--- config.mk ---
export PLATFORM = sky130hd
export DESIGN_NAME = telemetry_frame_parser
export DESIGN_NICKNAME = d
export VERILOG_FILES = /design/src/design/tfp_pkg.sv /design/src/design/tfp_decode.sv /design/src/design/telemetry_frame_parser.sv
export SDC_FILE = /design/constraint.sdc
export NUM_CORES = 1
export LEC_CHECK = 0
export BUFFER_PORTS_ARGS = -buffer_cell sky130_fd_sc_hd__buf_2
export CAP_MARGIN = 20
export CORE_AREA = 2 2 100 151
export CTS_BUF_LIST = sky130_fd_sc_hd__clkbuf_16
export DETAILED_ROUTE_END_ITERATION = 12
export DIE_AREA = 0 0 102 153
export HOLD_SLACK_MARGIN = 0.05
export SLEW_MARGIN = 20
export SYNTH_ARGS = -nofsm -noshare
export SYNTH_HDL_FRONTEND = slang
export SYNTH_SLANG_ARGS = --single-unit
--- constraint.sdc ---
create_clock -name clk -period 7.8 [get_ports clk]
set_clock_uncertainty 0.05 [all_clocks]
set_input_delay 1.95 -clock clk [delete_from_list [all_inputs] [get_ports clk]]
set_output_delay 1.95 -clock clk [all_outputs]
set_load 0.03 [all_outputs]
--- src/design/tfp_pkg.sv ---
// Shared types and constants for the telemetry frame parser.
package tfp_pkg;

  // Field widths of the stream and of the frame counters.
  localparam int unsigned ByteW  = 8;
  localparam int unsigned CountW = 17;
  localparam int unsigned LenW   = 16;
  localparam int unsigned ShiftW = 24;
  localparam int unsigned ValueW = 32;
  localparam int unsigned KindW  = 2;
  localparam int unsigned SensW  = 3;

  // Smallest frame that can carry a reading, and the saturating count limit.
  localparam logic [CountW-1:0] MinFrame = CountW'(7);
  localparam logic [CountW-1:0] CountMax = {CountW{1'b1}};

  // Result kinds.
  localparam logic [KindW-1:0] KIND_IDENT   = 2'd0;
  localparam logic [KindW-1:0] KIND_READING = 2'd1;
  localparam logic [KindW-1:0] KIND_ERROR   = 2'd2;

  // Error codes.
  localparam logic ERR_TOO_SHORT = 1'b0;
  localparam logic ERR_TRUNCATED = 1'b1;

  // Sensor classes.
  localparam logic [SensW-1:0] SENS_GENERIC = 3'd0;
  localparam logic [7:0]       CODE_FIRST   = 8'd1;
  localparam logic [7:0]       CODE_LAST    = 8'd4;

  // Position within a frame, one-hot.
  typedef enum logic [5:0] {
    PH_LEN_HI = 6'b000001,
    PH_LEN_LO = 6'b000010,
    PH_IDENT  = 6'b000100,
    PH_CODE   = 6'b001000,
    PH_VALUE  = 6'b010000,
    PH_DONE   = 6'b100000
  } phase_t;

  // Per-frame parser state.
  typedef struct packed {
    phase_t              phase;
    logic [CountW-1:0]   byte_count;
    logic [LenW-1:0]     ident_length;
    logic [ByteW-1:0]    code_hold;
    logic [ShiftW-1:0]   value_shift;
  } frame_state_t;

  // One result item, with a flag saying whether the input item produced one.
  typedef struct packed {
    logic               valid;
    logic [KindW-1:0]   kind;
    logic [ByteW-1:0]   id_char;
    logic [SensW-1:0]   sensor_kind;
    logic [ValueW-1:0]  value_bits;
    logic               error_code;
  } result_t;

  // Frame state after reset and after every frame end.
  localparam frame_state_t StateClear = '{
    phase:        PH_LEN_HI,
    byte_count:   '0,
    ident_length: '0,
    code_hold:    '0,
    value_shift:  '0
  };

endpackage

--- src/design/tfp_decode.sv ---
// Combinational per-byte step of the frame parser: next state and result.
module tfp_decode (
  input  tfp_pkg::frame_state_t      state_i,
  input  logic [tfp_pkg::ByteW-1:0]  byte_i,
  input  logic                       last_i,
  output tfp_pkg::frame_state_t      state_o,
  output tfp_pkg::result_t           result_o
);
  import tfp_pkg::*;

  logic [CountW-1:0] count_inc;
  logic [CountW-1:0] reading_at;
  logic [CountW-1:0] ident_end;
  logic [LenW-1:0]   len_full;
  frame_state_t      step;
  result_t           res;

  // Saturating byte count, including this byte.
  assign count_inc  = (state_i.byte_count != CountMax) ? state_i.byte_count + 1'b1
                                                       : state_i.byte_count;
  assign reading_at = {1'b0, state_i.ident_length} + MinFrame;
  assign ident_end  = {1'b0, state_i.ident_length} + CountW'(2);
  assign len_full   = {state_i.ident_length[LenW-1:ByteW], byte_i};

  // Field update for the current position within the frame.
  always_comb begin
    step            = state_i;
    step.byte_count = count_inc;
    res             = '0;
    case (state_i.phase)
      PH_LEN_HI: begin
        step.ident_length = {byte_i, {ByteW{1'b0}}};
        step.phase        = PH_LEN_LO;
      end
      PH_LEN_LO: begin
        step.ident_length = len_full;
        step.phase        = (len_full == '0) ? PH_CODE : PH_IDENT;
      end
      PH_IDENT: begin
        res.valid   = 1'b1;
        res.kind    = KIND_IDENT;
        res.id_char = byte_i;
        if (count_inc >= ident_end) begin
          step.phase = PH_CODE;
        end
      end
      PH_CODE: begin
        step.code_hold = byte_i;
        step.phase     = PH_VALUE;
      end
      PH_VALUE: begin
        if (count_inc >= reading_at) begin
          res.valid      = 1'b1;
          res.kind       = KIND_READING;
          res.value_bits = {state_i.value_shift, byte_i};
          res.sensor_kind = (state_i.code_hold inside {[CODE_FIRST:CODE_LAST]})
                          ? state_i.code_hold[SensW-1:0] : SENS_GENERIC;
          step.phase     = PH_DONE;
        end else begin
          step.value_shift = {state_i.value_shift[ShiftW-ByteW-1:0], byte_i};
        end
      end
      default: begin
        // Trailing bytes after the reading change nothing.
      end
    endcase

    // A frame end before the reading replaces any result with an error.
    if (last_i) begin
      if (step.phase != PH_DONE) begin
        res            = '0;
        res.valid      = 1'b1;
        res.kind       = KIND_ERROR;
        res.error_code = (count_inc < MinFrame) ? ERR_TOO_SHORT : ERR_TRUNCATED;
      end
      step = StateClear;
    end
  end

  assign state_o  = step;
  assign result_o = res;

endmodule

--- src/design/telemetry_frame_parser.sv ---
// Top level of the telemetry frame parser: state and result registers around the byte step.
//
//   channel  direction  handshake               payload
//   in_      input      in_valid / in_stall     in_byte, in_frame_end
//   out_     output     out_valid / out_stall   out_kind, out_id_char, out_sensor_kind,
//                                               out_value_bits, out_error_code
//
// One byte is taken every cycle while in_stall is low; its result, if any, appears on the next cycle.
// The whole step is one pass of the decoder between the frame state and the result register.
// Reset (rst_n low, synchronous) clears the frame state and empties the result register.
// A waiting result holds the input back only while out_stall is high; otherwise a new byte
// is taken in the same cycle that the previous result leaves.
module telemetry_frame_parser (
  input  logic                         clk,
  input  logic                         rst_n,
  input  logic                         in_valid,
  output logic                         in_stall,
  input  logic [tfp_pkg::ByteW-1:0]    in_byte,
  input  logic                         in_frame_end,
  output logic                         out_valid,
  input  logic                         out_stall,
  output logic [tfp_pkg::KindW-1:0]    out_kind,
  output logic [tfp_pkg::ByteW-1:0]    out_id_char,
  output logic [tfp_pkg::SensW-1:0]    out_sensor_kind,
  output logic [tfp_pkg::ValueW-1:0]   out_value_bits,
  output logic                         out_error_code
);
  import tfp_pkg::*;

  frame_state_t state_r;
  frame_state_t state_nxt;
  result_t      step_res;
  result_t      res_r;
  logic         out_valid_r;
  logic         out_valid_nxt;
  logic         accept;

  // The input is held back only by a result that cannot leave this cycle.
  assign in_stall = out_valid_r & out_stall;
  assign accept   = in_valid & ~in_stall;

  tfp_decode u_decode (
    .state_i  (state_r),
    .byte_i   (in_byte),
    .last_i   (in_frame_end),
    .state_o  (state_nxt),
    .result_o (step_res)
  );

  // Frame state advances once per accepted item.
  always_ff @(posedge clk) begin
    if (!rst_n) begin
      state_r <= StateClear;
    end else if (accept) begin
      state_r <= state_nxt;
    end
  end

  // Result register: loaded by an accepted item, emptied when taken.
  assign out_valid_nxt = accept ? step_res.valid : (out_valid_r & out_stall);

  always_ff @(posedge clk) begin
    if (!rst_n) begin
      out_valid_r <= 1'b0;
    end else begin
      out_valid_r <= out_valid_nxt;
    end
  end

  always_ff @(posedge clk) begin
    if (accept && step_res.valid) begin
      res_r <= step_res;
    end
  end

  assign out_valid       = out_valid_r;
  assign out_kind        = res_r.kind;
  assign out_id_char     = res_r.id_char;
  assign out_sensor_kind = res_r.sensor_kind;
  assign out_value_bits  = res_r.value_bits;
  assign out_error_code  = res_r.error_code;

`ifndef SYNTH
  // A frame end always leaves the parser at the start of a fresh frame.
  a_frame_end_clears: assert property (@(posedge clk) disable iff (!rst_n)
    accept && in_frame_end |=> state_r.phase == PH_LEN_HI && state_r.byte_count == '0)
    else $error("frame state not cleared after frame end");

  // Identifier echoes come only from bytes taken in the identifier phase.
  a_echo_from_ident: assert property (@(posedge clk) disable iff (!rst_n)
    accept && state_r.phase != PH_IDENT |=> !(out_valid && out_kind == KIND_IDENT))
    else $error("identifier echo outside the identifier phase");

  // While identifier bytes are expected, the count stays inside the identifier field.
  a_ident_bounds: assert property (@(posedge clk) disable iff (!rst_n)
    state_r.phase == PH_IDENT |-> state_r.ident_length != '0 &&
      state_r.byte_count >= CountW'(2) &&
      state_r.byte_count < {1'b0, state_r.ident_length} + CountW'(2))
    else $error("identifier phase with count outside the identifier field");

  // A reading comes only from a byte taken in the value phase.
  a_reading_from_value: assert property (@(posedge clk) disable iff (!rst_n)
    accept && state_r.phase != PH_VALUE |=> !(out_valid && out_kind == KIND_READING))
    else $error("reading produced outside the value phase");
`endif

endmodule

Word level (Yosys, flattened, before mapping)
Index checks and enable logic that the tools add are counted.
{"block": "op_classes", "add_sub_neg": 3, "n_lt_le_gt_ge": 5, "n_eq_ne": 9, "mux": 20, "bitwise_logic": 3, "n_reduce_logical": 12}
{"operator": "47-bit 2-to-1 mux", "count": 2}
{"operator": "71-bit 2-to-1 mux", "count": 1}
{"operator": "35-bit 2-to-1 mux", "count": 2}
{"operator": "24-bit 2-to-1 mux", "count": 2}
{"operator": "17-bit greater-or-equal comparator", "count": 2}
{"operator": "16-bit case mux with 2 select lines", "count": 1}
{"operator": "6-bit case mux with 5 select lines", "count": 1}
{"operator": "16-bit by 2-bit adder with 17-bit output (second input constant)", "count": 1}
{"operator": "16-bit by 3-bit adder with 17-bit output (second input constant)", "count": 1}
{"operator": "17-bit by 1-bit adder with 17-bit output (second input constant)", "count": 1}
{"operator": "17-bit by 3-bit less-than comparator with 1-bit output (second input constant)", "count": 1}
{"operator": "17-bit 2-to-1 mux", "count": 1}
{"operator": "17-bit inequality test (second input constant)", "count": 1}
{"operator": "16-bit logical NOT", "count": 1}
{"operator": "8-bit 2-to-1 mux", "count": 2}
{"operator": "6-bit 2-to-1 mux", "count": 2}
{"operator": "8-bit by 1-bit greater-or-equal comparator with 1-bit output (second input constant)", "count": 1}
{"operator": "8-bit by 3-bit <= comparator with 1-bit output (second input constant)", "count": 1}
{"operator": "6-bit by 1-bit equality test with 1-bit output (second input constant)", "count": 1}
{"operator": "6-bit by 2-bit equality test with 1-bit output (second input constant)", "count": 1}
{"operator": "6-bit by 3-bit equality test with 1-bit output (second input constant)", "count": 1}
{"operator": "6-bit by 4-bit equality test with 1-bit output (second input constant)", "count": 1}
{"operator": "6-bit by 5-bit equality test with 1-bit output (second input constant)", "count": 1}
{"operator": "3-bit 2-to-1 mux", "count": 2}
{"operator": "other kinds (12)", "count": 21}
{"block": "totals", "reg_bits": 118, "in_bits": 13, "out_inout_bits": 48}

Longest topological paths before layout
{"block": "logic_depth", "depth_word": 9, "depth_mapped": 17, "ltp_nobuf": 15}

Hierarchy
Synthesis repeated with hierarchy kept, for this count alone.
{"block": "hier_totals", "hier_cells": 839, "hier_area_um2": 7567.3}
{"module": "telemetry_frame_parser", "instances": 1, "cells_per_inst": 361, "area_per_inst_um2": 4361.7}
{"module": "tfp_decode", "instances": 1, "cells_per_inst": 478, "area_per_inst_um2": 3205.6}

Least setup slack after synthesis
OpenSTA, ideal clock, no wires.
{"block": "synth_path", "path_type": "register to register", "start": "register state_r[48] (netlist name)", "end": "register res_r, in the netlist out_error_code, enable pin", "setup_time_ns": 0.450, "t_arrival_ns": 5.343, "required_ns": 7.300, "setup_slack_ns": 1.958, "stages_incl_launch_ff": 16, "path_buffers": 1, "cell_sequence": "dfxtp_1 > ha_1 > nand4_1 > nor4_4 > buf_6 > nor3_1 > and3_1 > xor2_1 > ha_1 > a21oi_1 > o21ai_0 > o21ai_0 > and4bb_2 > o32ai_1 > nor3_1 > nor2_1"}
{"block": "synth_via", "elab_chain_len": 9, "elab_cells_between_ends": 14, "cone_classes": "1 x add/sub; 2 x order compare; 2 x eq/ne; 8 x mux; 1 x reduce/logical"}
{"item": "from (decl)", "line_no": "telemetry_frame_parser.sv:30", "source": "frame_state_t state_r;"}
{"item": "from (signal assigned)", "line_no": "telemetry_frame_parser.sv:53", "source": "state_r <= StateClear;"}
{"item": "from (signal assigned)", "line_no": "telemetry_frame_parser.sv:55", "source": "state_r <= state_nxt;"}
{"item": "17-bit by 1-bit adder with 17-bit output / 17-bit inequality test (equally long branches)", "line_no": "tfp_decode.sv:19", "source": "assign count_inc = (state_i.byte_count != CountMax) ? state_i.byte_count + 1'b1"}
{"item": "17-bit 2-to-1 mux *", "line_no": "tfp_decode.sv:19"}
{"item": "17-bit greater-or-equal comparator (on tied branches)", "line_no": "tfp_decode.sv:52, tfp_decode.sv:43"}
{"item": "6-bit 2-to-1 mux (on tied branches)", "line_no": "tfp_decode.sv:52, tfp_decode.sv:43"}
{"item": "6-bit case mux with 5 select lines", "line_no": "tfp_decode.sv:30", "source": "case (state_i.phase)"}
{"item": "6-bit inequality test", "line_no": "tfp_decode.sv:70", "source": "if (step.phase != PH_DONE) begin"}
{"item": "47-bit 2-to-1 mux", "line_no": "tfp_decode.sv:70"}
{"item": "47-bit 2-to-1 mux *", "line_no": "tfp_decode.sv:69", "source": "if (last_i) begin"}
{"item": "1-bit logical AND *", "line_no": "telemetry_frame_parser.sv:71", "source": "if (accept && step_res.valid) begin"}
{"item": "to (signal assigned)", "line_no": "telemetry_frame_parser.sv:72", "source": "res_r <= step_res;"}
{"item": "to (decl)", "line_no": "telemetry_frame_parser.sv:33", "source": "result_t res_r;"}
Every way passes the cells marked *; elsewhere a longest branch is shown, timed or not.
A chain may end at the register's enable or synchronous reset.

Final worst setup path
{"block": "layout_path", "start": "register state_r[48] (netlist name)", "end": "register res_r, in the netlist out_id_char[5], enable pin"}
The elaborated chain is that of the path after synthesis.

==> reports/qor.yml <==
run_status:
  status: "completed"
routing:
  first_pass_iters: 5
  drt-total-wl_um: 16700
  wl_per_cell_um: 17.9
  ant_nets: 0
  routed_via_density: 5.66
  drc: 0
  vias: 5275
  drt_iter0_drc: 258
global_routing:
  grt_max_degree: 44
  grt_pass1_vias: 5023
  antenna_found_initial: 0
  grt_util_all_layers: 0.215
  overflow: 0
  grt_pass1_wl_um: 26000
sta:
  hold_violations: 0
  maxSlewViolCount: 0
  setup_tns_ns: 0
  max_freq_ghz: 0.184
  finalSetupViolCount: 0
  relSlewSlack: 0.284
  min_period_ns: 5.43
  tightest_slew_ns: 1.07
  fin_crit_sh: 0.697
  rsz0062_at_grt: "false"
power_and_ir_drop:
  combPwrFrac: 0.088
  internal_power_uw: 1210
  switching_share: 0.261
  ir_drop_mv: 0.134
  pwr-share-seq: 0.409
  p_leak_uw: 0.00298
  power.density_nw_per_um2: 220
  clkPwrFrac: 0.503
  p_sw_uw: 429
clock_tree:
  cts_tree: "built"
  clock_path_buffers: 2
  cts_hold_buf: 0
  post_cts_buffers: 0
  clkTransAtPathRegs_ns: 0.06
  insertion_delay_ns: 0.42
  cts_buffers: 17
  h-tree-depth: 4
  post_cts_resized: 0
  clkSinkCount: 118
  root_buffer: "clkbuf_16"
synth:
  synth_area_leaders: "dfxtp_1 (23%), edfxtp_1 (22%), ha_1 (7.3%)"
  synth_area_leader_cell: "dfxtp_1"
  synthArstFlopShare: 0
  synthDistinctLibCells: 67
  yosysWarnings: 0
  synth_seq_area_share: 0.445
  synth_most_common_cell: "nor2_1"
  syn_nets: 723
  syn_area_um2: 6340
  yosys_register_bits: 118
  netlist_instances: 673
  syn_area_per_cell_um2: 9.42
  synth_ff_type: "dfxtp_1"
  synthTopCellsByCount: "nor2_1 (73), dfxtp_1 (72), nand2_1 (48)"
  synth.top_cell.area_share: 0.227
  synth_edf_count: 46
placed_design:
  dp_hpwl_um: 12300
  placed_cell_area_um2: 6830
  gp_congestion: 0.859
  io_buffer_count: 60
final_layout:
  area_growth_pct: 17.5
  fin_util: 0.520
  final_area_um2: 7450
  nets: 773
  final_layout_size_suffix_gt1_frac: 0.151
  num_antenna_cells: 0
  n_fill_cell: 1366
critical_path:
  cpPeakStageDelay_ns: 0.72
  cp_slowest_cell: "nor4_4"
  worstPathCellList: "ha_1, nand4_1, nor4_4, nor3_1, and3_1, xor2_1, ha_1, and4_1, o2111ai_1, o211ai_1, o32ai_1, nor3_1, nor2_4, buf_16"
  worstSetupPathType: "flip-flop to flip-flop"
  crit_path_start_kind: "flip-flop"
  worstPathRequired_ns: 7.86
  path_max_fanout: 26
  worstPathArrival_ns: 5.49
  critPathCaptureType: "flip-flop"
flow_run:
  max_cap_viol_count: 0
floorplanning:
  num_rows: 54
  dieArea_um2: 15600
  io_pins: 61
  initial_core_util: 0.442
  die_width_um: 102
  die_height_um: 153
  core_area_um2: 14300
hold_path:
  hold_class: "flip-flop to flip-flop"
-- power by group through the flow --
stage               Combinational (uW)  Sequential, uW  Clock [uW]
finish                             144             672         826
global route                       156             675         866
CTS                                143             672         835
detailed placement                 143             685           0
global placement                   139             685           0
floorplan                         73.8             706           0
-- critical path: cells and delay by family (launching register included) --
kind	cells	cell delay, ns
buf+inv	1	0.25
xor+xnor	1	0.34
fa+ha+maj	2	0.64
flops	1	0.42
compound gates	3	1.04
simple gates	7	2.36
-- flip-flops by register name, summed over array words and instances (netlist names) --
name,flops
state_r,71
out_value_bits,32
out_id_char,8
out_sensor_kind,3
out_kind,2
out_error_code,1
out_valid,1
-- placed cells by master, fill, tap and decap left out, types with 6 or more instances in the layout --
| cell type | netlist | routed |
|---|---|---|
| buf_4 | 0 | 6 |
| buf_2 | 3 | 60 |
| a21oi_1 | 35 | 35 |
| nand2b_1 | 6 | 6 |
| a22o_1 | 24 | 24 |
| xnor2_1 | 19 | 19 |
| nand3_1 | 19 | 19 |
| a22oi_1 | 11 | 11 |
| inv_1 | 13 | 14 |
| nor4_1 | 8 | 8 |
| nand2_1 | 48 | 48 |
| nor2_1 | 73 | 72 |
| inv_6 | 0 | 7 |
| dfxtp_1 | 72 | 72 |
| o21ai_0 | 18 | 18 |
| and3_1 | 6 | 6 |
| a31oi_1 | 19 | 19 |
| ha_1 | 37 | 37 |
| nor3_1 | 26 | 25 |
| nor2b_1 | 11 | 11 |
| edfxtp_1 | 46 | 46 |
| clkbuf_16 | 0 | 17 |
| xor2_1 | 24 | 24 |
| and2_1 | 43 | 43 |
| nand4_1 | 12 | 12 |
-- final timing paths --
path	startpoint	end	slack (ns)	depth (start not counted)
max	state_r[48]	out_id_char[5]	2.37	14
min	state_r[20]	state_r[20]	0.42	1
max reg2reg	state_r[48]	out_id_char[5]	2.37	14
min reg2reg	state_r[20]	state_r[20]	0.42	1
-- through the flow --
step / total power [uW] / hold slack, ns / cells / worst slack [ns]
global placement: 825 / 0.403 / 899 / 2.39
detailed placement: 828 / 0.408 / 900 / 2.39
floorplan: 780 / 0.390 / 673 / 1.96
finish: 1640 / 0.425 / 932 / 2.37
CTS: 1650 / 0.425 / 932 / 2.37
global route: 1700 / 0.435 / 932 / 1.92
-- layout make-up --
class	count	area (um2)	share of cell area
Inverter	14	52.6	0.00706
Sequential cell	118	2820	0.379
Timing Repair Buffer	67	373	0.0501
Multi-Input combinational cell	505	3340	0.448
Clock inverter	15	191	0.0257
Tap cell	196	245	0.0329
Clock buffer	17	425	0.0571
-- metal layers --
| metal | vias to the layer above | track usage | share of wire |
|---|---|---|---|
| met3 | 39 | 0.0389 | 0.037 |
| met2 | 176 | 0.391 | 0.54 |
| li1 | 2552 | - | - |
| met1 | 2508 | 0.234 | 0.39 |
| met4 | 0 | 0.105 | 0.036 |
| met5 | - | 0 | 0 |
-- logic make-up (layout without fill, tap and decap cells) --
| group | count (synthesis) | after routing | synth area share |
|---|---|---|---|
| compound gates | 139 | 139 | 0.149 |
| xor+xnor | 44 | 44 | 0.0620 |
| fa+ha+maj | 37 | 37 | 0.0730 |
| buf+inv | 50 | 113 | 0.0314 |
| flops | 118 | 118 | 0.445 |
| simple gates | 285 | 285 | 0.239 |
Note: power is estimated with default switching activity, not from simulation.
